$ cat config.mk
export PLATFORM = sky130hd
export DESIGN_NAME = hvn_ctrl
export DESIGN_NICKNAME = d
export VERILOG_FILES = /design/src/rtl/hvn_pkg.sv /design/src/rtl/hvn_ctrl.sv
export SDC_FILE = /design/constraint.sdc
export NUM_CORES = 1
export LEC_CHECK = 0
export BUFFER_PORTS_ARGS = -buffer_cell sky130_fd_sc_hd__buf_2
export CORE_MARGIN = 3
export CORE_UTILIZATION = 47
export CTS_CLUSTER_SIZE = 12
export DETAILED_ROUTE_END_ITERATION = 8
export GPL_TIMING_DRIVEN = 1
export PLACE_DENSITY_LB_ADDON = 0.15
export SYNTH_ARGS = -nofsm -noshare
export SYNTH_HDL_FRONTEND = slang
export SYNTH_SLANG_ARGS = --single-unit
$ cat constraint.sdc
create_clock -name clk -period 1.7 [get_ports clk]
set_clock_uncertainty 0.15 [all_clocks]
set_input_delay 0.425 -clock clk [delete_from_list [all_inputs] [get_ports clk]]
set_output_delay 0.425 -clock clk [all_outputs]
set_load 0.01 [all_outputs]
$ cat src/rtl/hvn_pkg.sv
package hvn_pkg;

  localparam int MaxSide  = 256;
  localparam int AddrW    = $clog2(MaxSide) * 2;
  localparam int FracBits = 14;
  localparam int CfgIdxW  = 2;
  localparam int CfgDataW = 9;

  localparam logic [CfgIdxW-1:0] REG_GRID_WIDTH     = 2'd0;
  localparam logic [CfgIdxW-1:0] REG_GRID_HEIGHT    = 2'd1;
  localparam logic [CfgIdxW-1:0] REG_HEIGHT_DIVISOR = 2'd2;

  localparam logic CMD_WRITE = 1'b0;
  localparam logic CMD_QUERY = 1'b1;

  localparam logic [1:0] J_BASE   = 2'd0;
  localparam logic [1:0] J_RIGHT  = 2'd1;
  localparam logic [1:0] J_BELOW  = 2'd2;
  localparam logic [1:0] J_UNUSED = 2'd3;

  localparam logic [3:0] TopBit    = 4'(FracBits);
  localparam logic [3:0] ReadLast  = 4'd15;
  localparam logic [1:0] CompLast  = 2'd2;

  typedef struct packed {
    logic       cmd;
    logic [7:0] row;
    logic [7:0] col;
    logic [7:0] height;
  } in_beat_t;

  typedef struct packed {
    logic signed [15:0] normal_x;
    logic signed [15:0] normal_y;
    logic signed [15:0] normal_z;
    logic               status;
  } out_beat_t;

  typedef enum logic [2:0] {
    ST_IDLE, ST_READ, ST_LEN, ST_CINIT, ST_CT1, ST_CT2, ST_FIN
  } state_t;

  typedef struct packed {
    logic       wr_en;
    logic       start;
    logic       rd_en;
    logic [3:0] rd_idx;
    logic       len_en;
    logic [1:0] sel;
    logic       comp_init;
    logic       trial_sq;
    logic       trial_cmp;
    logic [3:0] bit_idx;
    logic       comp_done;
    logic       out_load;
  } cmd_t;

  typedef struct packed {
    logic oob;
    logic len_zero;
    logic out_busy;
  } status_t;

endpackage

$ cat src/rtl/hvn_ctrl.sv
module hvn_ctrl (
  input  logic           clk,
  input  logic           rst,
  input  logic           in_valid,
  input  logic           in_cmd,
  output logic           in_ready,
  input  hvn_pkg::status_t st,
  output hvn_pkg::cmd_t    cmd
);
  import hvn_pkg::*;

  state_t     state, state_next;
  logic [3:0] cnt, cnt_next;
  logic [1:0] comp, comp_next;
  logic [3:0] bitc, bitc_next;

  always_ff @(posedge clk) begin
    if (rst) begin
      state <= ST_IDLE;
      cnt   <= '0;
      comp  <= '0;
      bitc  <= '0;
    end else begin
      state <= state_next;
      cnt   <= cnt_next;
      comp  <= comp_next;
      bitc  <= bitc_next;
    end
  end

  always_comb begin
    state_next = state;
    cnt_next   = cnt;
    comp_next  = comp;
    bitc_next  = bitc;
    in_ready   = 1'b0;
    cmd        = '0;
    unique case (state)
      ST_IDLE: begin
        in_ready = 1'b1;
        if (in_valid) begin
          if (in_cmd == CMD_WRITE) begin
            cmd.wr_en = 1'b1;
          end else begin
            cmd.start  = 1'b1;
            cnt_next   = '0;
            state_next = ST_READ;
          end
        end
      end
      ST_READ: begin
        if (st.oob) begin
          state_next = ST_FIN;
        end else begin
          cmd.rd_en  = (cnt[1:0] != J_UNUSED);
          cmd.rd_idx = cnt;
          if (cnt == ReadLast) begin
            cnt_next   = '0;
            state_next = ST_LEN;
          end else begin
            cnt_next = cnt + 4'd1;
          end
        end
      end
      ST_LEN: begin
        cmd.len_en = 1'b1;
        cmd.sel    = cnt[1:0];
        if (cnt[1:0] == CompLast) begin
          comp_next  = '0;
          state_next = ST_CINIT;
        end else begin
          cnt_next = cnt + 4'd1;
        end
      end
      ST_CINIT: begin
        if (st.len_zero) begin
          state_next = ST_FIN;
        end else begin
          cmd.comp_init = 1'b1;
          cmd.sel       = comp;
          bitc_next     = TopBit;
          state_next    = ST_CT1;
        end
      end
      ST_CT1: begin
        cmd.trial_sq = 1'b1;
        cmd.bit_idx  = bitc;
        state_next   = ST_CT2;
      end
      ST_CT2: begin
        cmd.trial_cmp = 1'b1;
        cmd.bit_idx   = bitc;
        cmd.sel       = comp;
        if (bitc == 4'd0) begin
          cmd.comp_done = 1'b1;
          if (comp == CompLast) begin
            state_next = ST_FIN;
          end else begin
            comp_next  = comp + 2'd1;
            state_next = ST_CINIT;
          end
        end else begin
          bitc_next  = bitc - 4'd1;
          state_next = ST_CT1;
        end
      end
      ST_FIN: begin
        if (!st.out_busy) begin
          cmd.out_load = 1'b1;
          state_next   = ST_IDLE;
        end
      end
      default: state_next = ST_IDLE;
    endcase
  end

endmodule

==> flow_summary.json, run 1 <==
{
  "status": "finished with violations",
  "failed_checks": "negative setup slack",
  "path_cells": "buf_6, nor4b_2, buf_4, nor2b_4, buf_6",
  "global_route_wire_length_before_repair_microns": 5240,
  "post-route-min-period_ps": 2130,
  "synth_sequential_area_ratio": 0.243,
  "final_cell_count_no_fill": 216,
  "worst_slew_margin_rel": 0.777,
  "io_pins": 27,
  "critical_path_peak_fanout": 7,
  "synth_top_cells_by_area": "dfxtp_1, buf_6, and2_1",
  "layout-drive-gt1-share": 0.614,
  "post_synth_instance_area_sq_um": 1070,
  "finalSetupTns_ps": -6330,
  "clock_tree_from_tritoncts": "built",
  "layout_worst_path_cycle_share": 1.25,
  "insertion_delay_ps": 290,
  "synth_enable_flop_cells": 0,
  "placeableCoreArea_sq_um": 2060,
  "synthesis.instances": 125,
  "synth_fp_nets": 136,
  "finalSetupViolations": 31,
  "gr-usage-all-layers": 0.251,
  "post-synth-top-count-cell": "dfxtp_1",
  "asyncSetResetFlopFracSynth": 0,
  "timing.critical_path.max_delay_family": "simple AND/OR/NAND/NOR gates",
  "antenna-diode-count": 0,
  "power_per_cell_area_nw_per_um2": 1200,
  "finalWirelength_microns": 4070,
  "worstPathBufferInverterCount": 3,
  "synth.cells.most_frequent": "dfxtp_1, a21oi_1, and2_1, inv_1",
  "die-area_sq_um": 2890,
  "yosysTopAreaCellShare": 0.243,
  "cts-buffers-inserted": 3,
  "std_cell_rows": 16,
  "via_density": 6.04,
  "place_hpwl_microns": 2290,
  "die-height_microns": 53.7,
  "start_util": 0.519,
  "p_leak_nw": 0.770,
  "max_stage_delay_ps": 370,
  "power.ir.vdd_worst_mv": 0.894,
  "gp_routability_congestion": 0.856,
  "tightest_slew_ps": 334,
  "drc_errors": 0,
  "cts_htree_levels": 1,
  "synth.yosys.warnings": 0,
  "first_global_vias": 1195,
  "critical_path_startpoint_category": "flop",
  "rsz0062_at_grt": "true",
  "post-synth-top-area-cell": "dfxtp_1",
  "grt_start_max_net_pins": 14,
  "final_max_slew_violation_count": 0,
  "grt_overflow_total": 0,
  "clock_path_buffers": 2,
  "clk_pin_slew_worst_paths_ps": 90,
  "crit_path_end_kind": "output pin",
  "timing.max_cap.violations": 0,
  "firstDrtPassIters": 4,
  "detail-route-antenna-nets": 0,
  "area_growth_syn_to_layout_pct": 64.7,
  "worstSetupPathType": "reg -> out",
  "drt-initial-drc-count": 50,
  "num-fill-cells": 100,
  "cpMaxStageDelayCell": "dfxtp_4",
  "placed_cells": 199,
  "clkSinkCount": 13,
  "die_width_microns": 53.7,
  "critPathArrivalTime_ps": 1550,
  "holdCritPathClass": "in -> reg",
  "yosysUniqueCellTypes": 47,
  "worst_path_most_repeated_cell": "buf_6",
  "wl_per_cell_microns": 18.8,
  "ys_dominant_reg_cell": "dfxtp_1",
  "port-buffer-count": 26,
  "finalHoldViolations": 0,
  "ys_seq_elements": 13,
  "clockRootBuffer": "clkbuf_4",
  "vias_post_dr": 1305,
  "finalNetCount": 201,
  "setup_ws_ps": -427,
  "antenna_found_initial": 0,
  "postSynthAreaPerCell_sq_um": 8.57,
  "timing.fmax_ghz": 0.470,
  "worst_ep_required_time_ps": 1120
}
-- kinds of logic (layout without fill, tap and decap cells) --
kind of cell	after synthesis	count (layout)	synth area share
AND/OR/NAND/NOR	58	58	0.363
AO/OA/AOI/OAI	34	34	0.255
flip-flops	13	13	0.243
buffers and inverters	16	80	0.0923
adder cells (fa/ha/maj)	4	4	0.0467
-- sequential cells by signal, indices dropped and copies added (netlist names) --
register / cells
bitc: 4
cnt: 4
comp: 2
state: 3
-- final cells by class --
type / instances / area [sq um] / share of cell area
multi-input combinational: 96 / 855 / 0.484
timing repair buffer: 67 / 539 / 0.306
sequential: 13 / 274 / 0.155
clock buffer: 4 / 26.3 / 0.0149
inverter: 9 / 36.3 / 0.0206
tap: 27 / 33.8 / 0.0191
-- final timing paths --
path / slack (ps) / cells after the start / startpoint / to
max: -430 / 5 / state[1]$_SDFFE_PP0P_ / cmd[16]
min: 360 / 2 / rst / bitc[1]$_SDFFE_PP0P_
max reg2reg: -150 / 7 / state[1]$_SDFFE_PP0P_ / bitc[3]$_SDFFE_PP0P_
min reg2reg: 370 / 1 / comp[0]$_SDFFE_PP0P_ / comp[0]$_SDFFE_PP0P_
-- report_power, final --
part / switching, W / total [W] / internal [W]
clock network: 0.000122 / 0.000213 / 0.0000914
registers: 0.0000761 / 0.000449 / 0.000373
logic: 0.000701 / 0.00145 / 0.000748
-- metrics by stage --
stage	power, W	hold slack, ps	cell area (sq um)	setup slack, ps	utilization
after floorplan	0.00112	304	1080	5.29	-
after CTS	0.00188	330	1570	-331	0.763
after global placement	0.00147	316	1390	-77.8	0.672
after detailed placement	0.00149	347	1390	-80.3	0.672
after global routing	0.00223	345	1760	-467	0.856
final	0.00211	362	1760	-427	0.856
-- worst reg2reg max path, stage by stage, from the launching register on --
cell and delay (ps):
dfxtp_4 370, buf_6 140, nand3b_1 320, nor2b_4 220
buf_6 120, buf_6 100, nor3_1 40, o311a_1 290
-- timing repair --
| item | CTS | global route |
|---|---|---|
| hold buffers | 0 | 0 |
| gates resized for setup | 31 | 32 |
| buffers inserted | 7 | 10 |
| pin swaps | 11 | 12 |
| setup endpoints to repair | 24 | 30 |
-- per-layer routing --
metal | wire length, microns | GRT usage
met1 | 1630 | 0.299
met2 | 1940 | 0.405
met5 | 0 | 0
met4 | 139 | 0.145
met3 | 359 | 0.0609
-- cells in the final DEF (no fill, tap or decap), types with 2 or more instances in the layout --
| cell | synthesis | layout |
|---|---|---|
| and2_4 | 0 | 4 |
| or3_1 | 2 | 2 |
| nor3b_4 | 1 | 3 |
| buf_4 | 0 | 30 |
| nor2_4 | 0 | 2 |
| a31oi_1 | 2 | 2 |
| inv_2 | 1 | 4 |
| o21ai_1 | 1 | 2 |
| nand3_1 | 6 | 6 |
| buf_6 | 5 | 19 |
| nand2_1 | 7 | 6 |
| o311a_1 | 2 | 2 |
| nor3_2 | 0 | 3 |
| dfxtp_1 | 13 | 8 |
| buf_2 | 1 | 17 |
| a21oi_1 | 9 | 9 |
| nand3b_1 | 3 | 3 |
| nor2b_4 | 0 | 2 |
| nor4b_2 | 2 | 2 |
| nor2_1 | 5 | 3 |
| dfxtp_2 | 0 | 2 |
| nand2b_1 | 4 | 3 |
| and2_1 | 8 | 4 |
| o32ai_2 | 1 | 2 |
| inv_1 | 8 | 4 |
| dfxtp_4 | 0 | 3 |
| nor3b_2 | 3 | 2 |
| o21ai_0 | 3 | 2 |
| o21ai_2 | 2 | 2 |
| clkbuf_4 | 0 | 3 |
| ha_1 | 4 | 3 |
| nor3_1 | 7 | 3 |
Note: power is estimated with default switching activity, not from simulation.
==> inputs of run 2 (changes only) <==
--- a/config.mk
+++ b/config.mk
@@ -6,12 +6,13 @@
 export NUM_CORES = 1
 export LEC_CHECK = 0
 export BUFFER_PORTS_ARGS = -buffer_cell sky130_fd_sc_hd__buf_2
+export CORE_ASPECT_RATIO = 0.75
 export CORE_MARGIN = 3
 export CORE_UTILIZATION = 47
 export CTS_CLUSTER_SIZE = 12
 export DETAILED_ROUTE_END_ITERATION = 8
 export GPL_TIMING_DRIVEN = 1
-export PLACE_DENSITY_LB_ADDON = 0.15
+export PLACE_DENSITY = 0.75
 export SYNTH_ARGS = -nofsm -noshare
 export SYNTH_HDL_FRONTEND = slang
 export SYNTH_SLANG_ARGS = --single-unit
==> run 2 against run 1 <==
Net effect: the flow still finishes with violations (negative setup slack); die area up 0.21%; combinational power is 33% higher; largest cell class unchanged; worst hold slack lost 13 ps; setup slack got worse by 9.3 ps.
==> flow_summary.json, run 2 (synthesized netlist as in run 1, its figures left out) <==
{
  "comb_power_frac": 0.734,
  "layout.cells.most_common": "buf_4",
  "detail-route-antenna-nets": 0,
  "finalWirelength_microns": 5860,
  "r2r-start": "bitc[0]$_SDFFE_PP0P_",
  "pwr-share-clk": 0.086,
  "cts_htree_levels": 1,
  "area_growth_syn_to_layout_pct": 82.2,
  "status": "finished with violations",
  "layout-drive-gt1-share": 0.687,
  "switching_power_w": 0.00118,
  "drt-initial-drc-count": 169,
  "clock_tree_from_tritoncts": "built",
  "antenna-diode-count": 0,
  "failed_checks": "negative setup slack",
  "antenna_found_initial": 0,
  "power_per_cell_area_nw_per_um2": 1350,
  "clkSinkCount": 13,
  "worst_slew_margin_rel": 0.736,
  "finalHoldViolations": 0,
  "cts.hold.buffers_added": 0,
  "insertion_delay_ps": 310,
  "tightest_slew_ps": 395,
  "critical_path_peak_fanout": 8,
  "busiest_layer": "met2",
  "first_global_vias": 1234,
  "vias_post_dr": 1554,
  "pwr-share-seq": 0.181,
  "worstPathBufferInverterCount": 2,
  "grt_start_max_net_pins": 14,
  "grt_overflow_total": 0,
  "via_density": 7.00,
  "cell_area_after_layout_sq_um": 1950,
  "cts-buffers-inserted": 3,
  "clock_path_buffers": 2,
  "setup_ws_ps": -436,
  "holdCritPathClass": "in -> reg",
  "power.ir.vdd_worst_mv": 0.828,
  "rsz0062_at_grt": "true",
  "p_int_w": 0.00145,
  "clockRootBuffer": "clkbuf_4",
  "critical_path_startpoint_category": "flop",
  "placeableCoreArea_sq_um": 2080,
  "layout_worst_path_cycle_share": 1.26,
  "global_route_wire_length_before_repair_microns": 6230,
  "r2r_slack_ps": -210,
  "clk_pin_slew_worst_paths_ps": 100,
  "critPathArrivalTime_ps": 1560,
  "timing.critical_path.max_delay_family": "simple AND/OR/NAND/NOR gates",
  "max_stage_delay_ps": 390,
  "worst_ep_required_time_ps": 1120,
  "firstDrtPassIters": 5,
  "finalSetupTns_ps": -7630,
  "switching_share": 0.449,
  "global_route.usage.met3": 0.0632,
  "placed_cells": 197,
  "mostFrequentLayoutCells": "buf_4, buf_6, buf_2, dfxtp_1",
  "post-route-min-period_ps": 2140,
  "worstSetupPathType": "reg -> out",
  "timing.max_cap.violations": 0,
  "gr-usage-all-layers": 0.301,
  "place_hpwl_microns": 2300,
  "num-fill-cells": 62,
  "wl_per_cell_microns": 26.4,
  "placed_area_sq_um": 1400,
  "port-buffer-count": 26,
  "largest_registers": "bitc x4, cnt x4, state x3",
  "gp_routability_congestion": 0.842,
  "drc_errors": 0,
  "std_cell_rows": 14,
  "grt_use_met1": 0.387,
  "grt.met2_usage": 0.496,
  "start_util": 0.514,
  "final_cell_count_no_fill": 222,
  "p_leak_nw": 0.841,
  "timing.fmax_ghz": 0.468,
  "die_width_microns": 61.1,
  "hold_path.startpoint": "rst",
  "die-height_microns": 47.3,
  "cpMaxStageDelayCell": "dfxtp_4",
  "startpoint": "state[1]$_SDFFE_PP0P_",
  "finalNetCount": 210,
  "io_pins": 27,
  "final_max_slew_violation_count": 0,
  "finalSetupViolations": 32,
  "crit_path_end_kind": "output pin",
  "die-area_sq_um": 2890,
  "path_cells": "buf_12, or3_4, nor3b_2, buf_2"
}
[run 2: cell count changes in the layout (fill, tap and decap cells not counted), sizes merged]
cell,before,now
buf,67,76
clkbuf,4,3
clkinv,0,1
[run 2: routing by layer]
metal	share of wire	up-vias
li1	-	609
met1	0.37	717
met2	0.45	169
met3	0.12	59
met4	0.063	0
met5	0	-
[run 2: power by group through the flow]
stage	combinational [W]	clock [W]	sequential, W
final	0.00193	0.000225	0.000476
after floorplan	0.000716	0	0.000405
after CTS	0.00145	0.000213	0.000446
after global placement	0.00107	0	0.000430
after detailed placement	0.00110	0	0.000440
after global routing	0.00200	0.000237	0.000475
[run 2: worst paths after layout]
check | to | depth (start not counted)
worst max-delay path | cmd[18] | 4
worst min-delay path | cnt[1]$_SDFFE_PP0P_ | 2
worst max register to register | bitc[3]$_SDFFE_PP0P_ | 8
worst min register to register | comp[0]$_SDFFE_PP0P_ | 1
[run 2: what timing repair did]
action,in CTS,in global routing
gates cloned,0,0
endpoints found under the hold margin,0,0
pin swaps,11,23
gates resized for setup,34,54
setup endpoints to repair,29,32
buffers inserted,13,11
[run 2: cell type report]
cell class | count | area, sq um | area share
inverter | 9 | 38.8 | 0.0199
clock inverter | 1 | 5.00 | 0.00256
clock buffer | 3 | 22.5 | 0.0115
sequential | 13 | 274 | 0.140
timing repair buffer | 76 | 658 | 0.337
multi-input combinational | 96 | 923 | 0.473
tap | 24 | 30.0 | 0.0154
[run 2: worst reg2reg max path: stages, from the launching register on]
cell and delay (ps):
dfxtp_2 350, inv_2 90, ha_4 150, nor3b_4 240, nor2b_4 240, buf_6 140, buf_6 100, nor3_2 40
o311a_1 330
[run 2: metrics by stage]
step / total power [W] / util / hold slack, ps / worst slack (ps)
2_1_floorplan: 0.00112 / - / 304 / 5.29
3_3_place_gp: 0.00150 / 0.672 / 313 / -63.7
3_5_place_dp: 0.00154 / 0.672 / 326 / -115
4_1_cts: 0.00211 / 0.798 / 324 / -326
5_1_grt: 0.00272 / 0.936 / 342 / -459
6_report: 0.00263 / 0.936 / 349 / -436
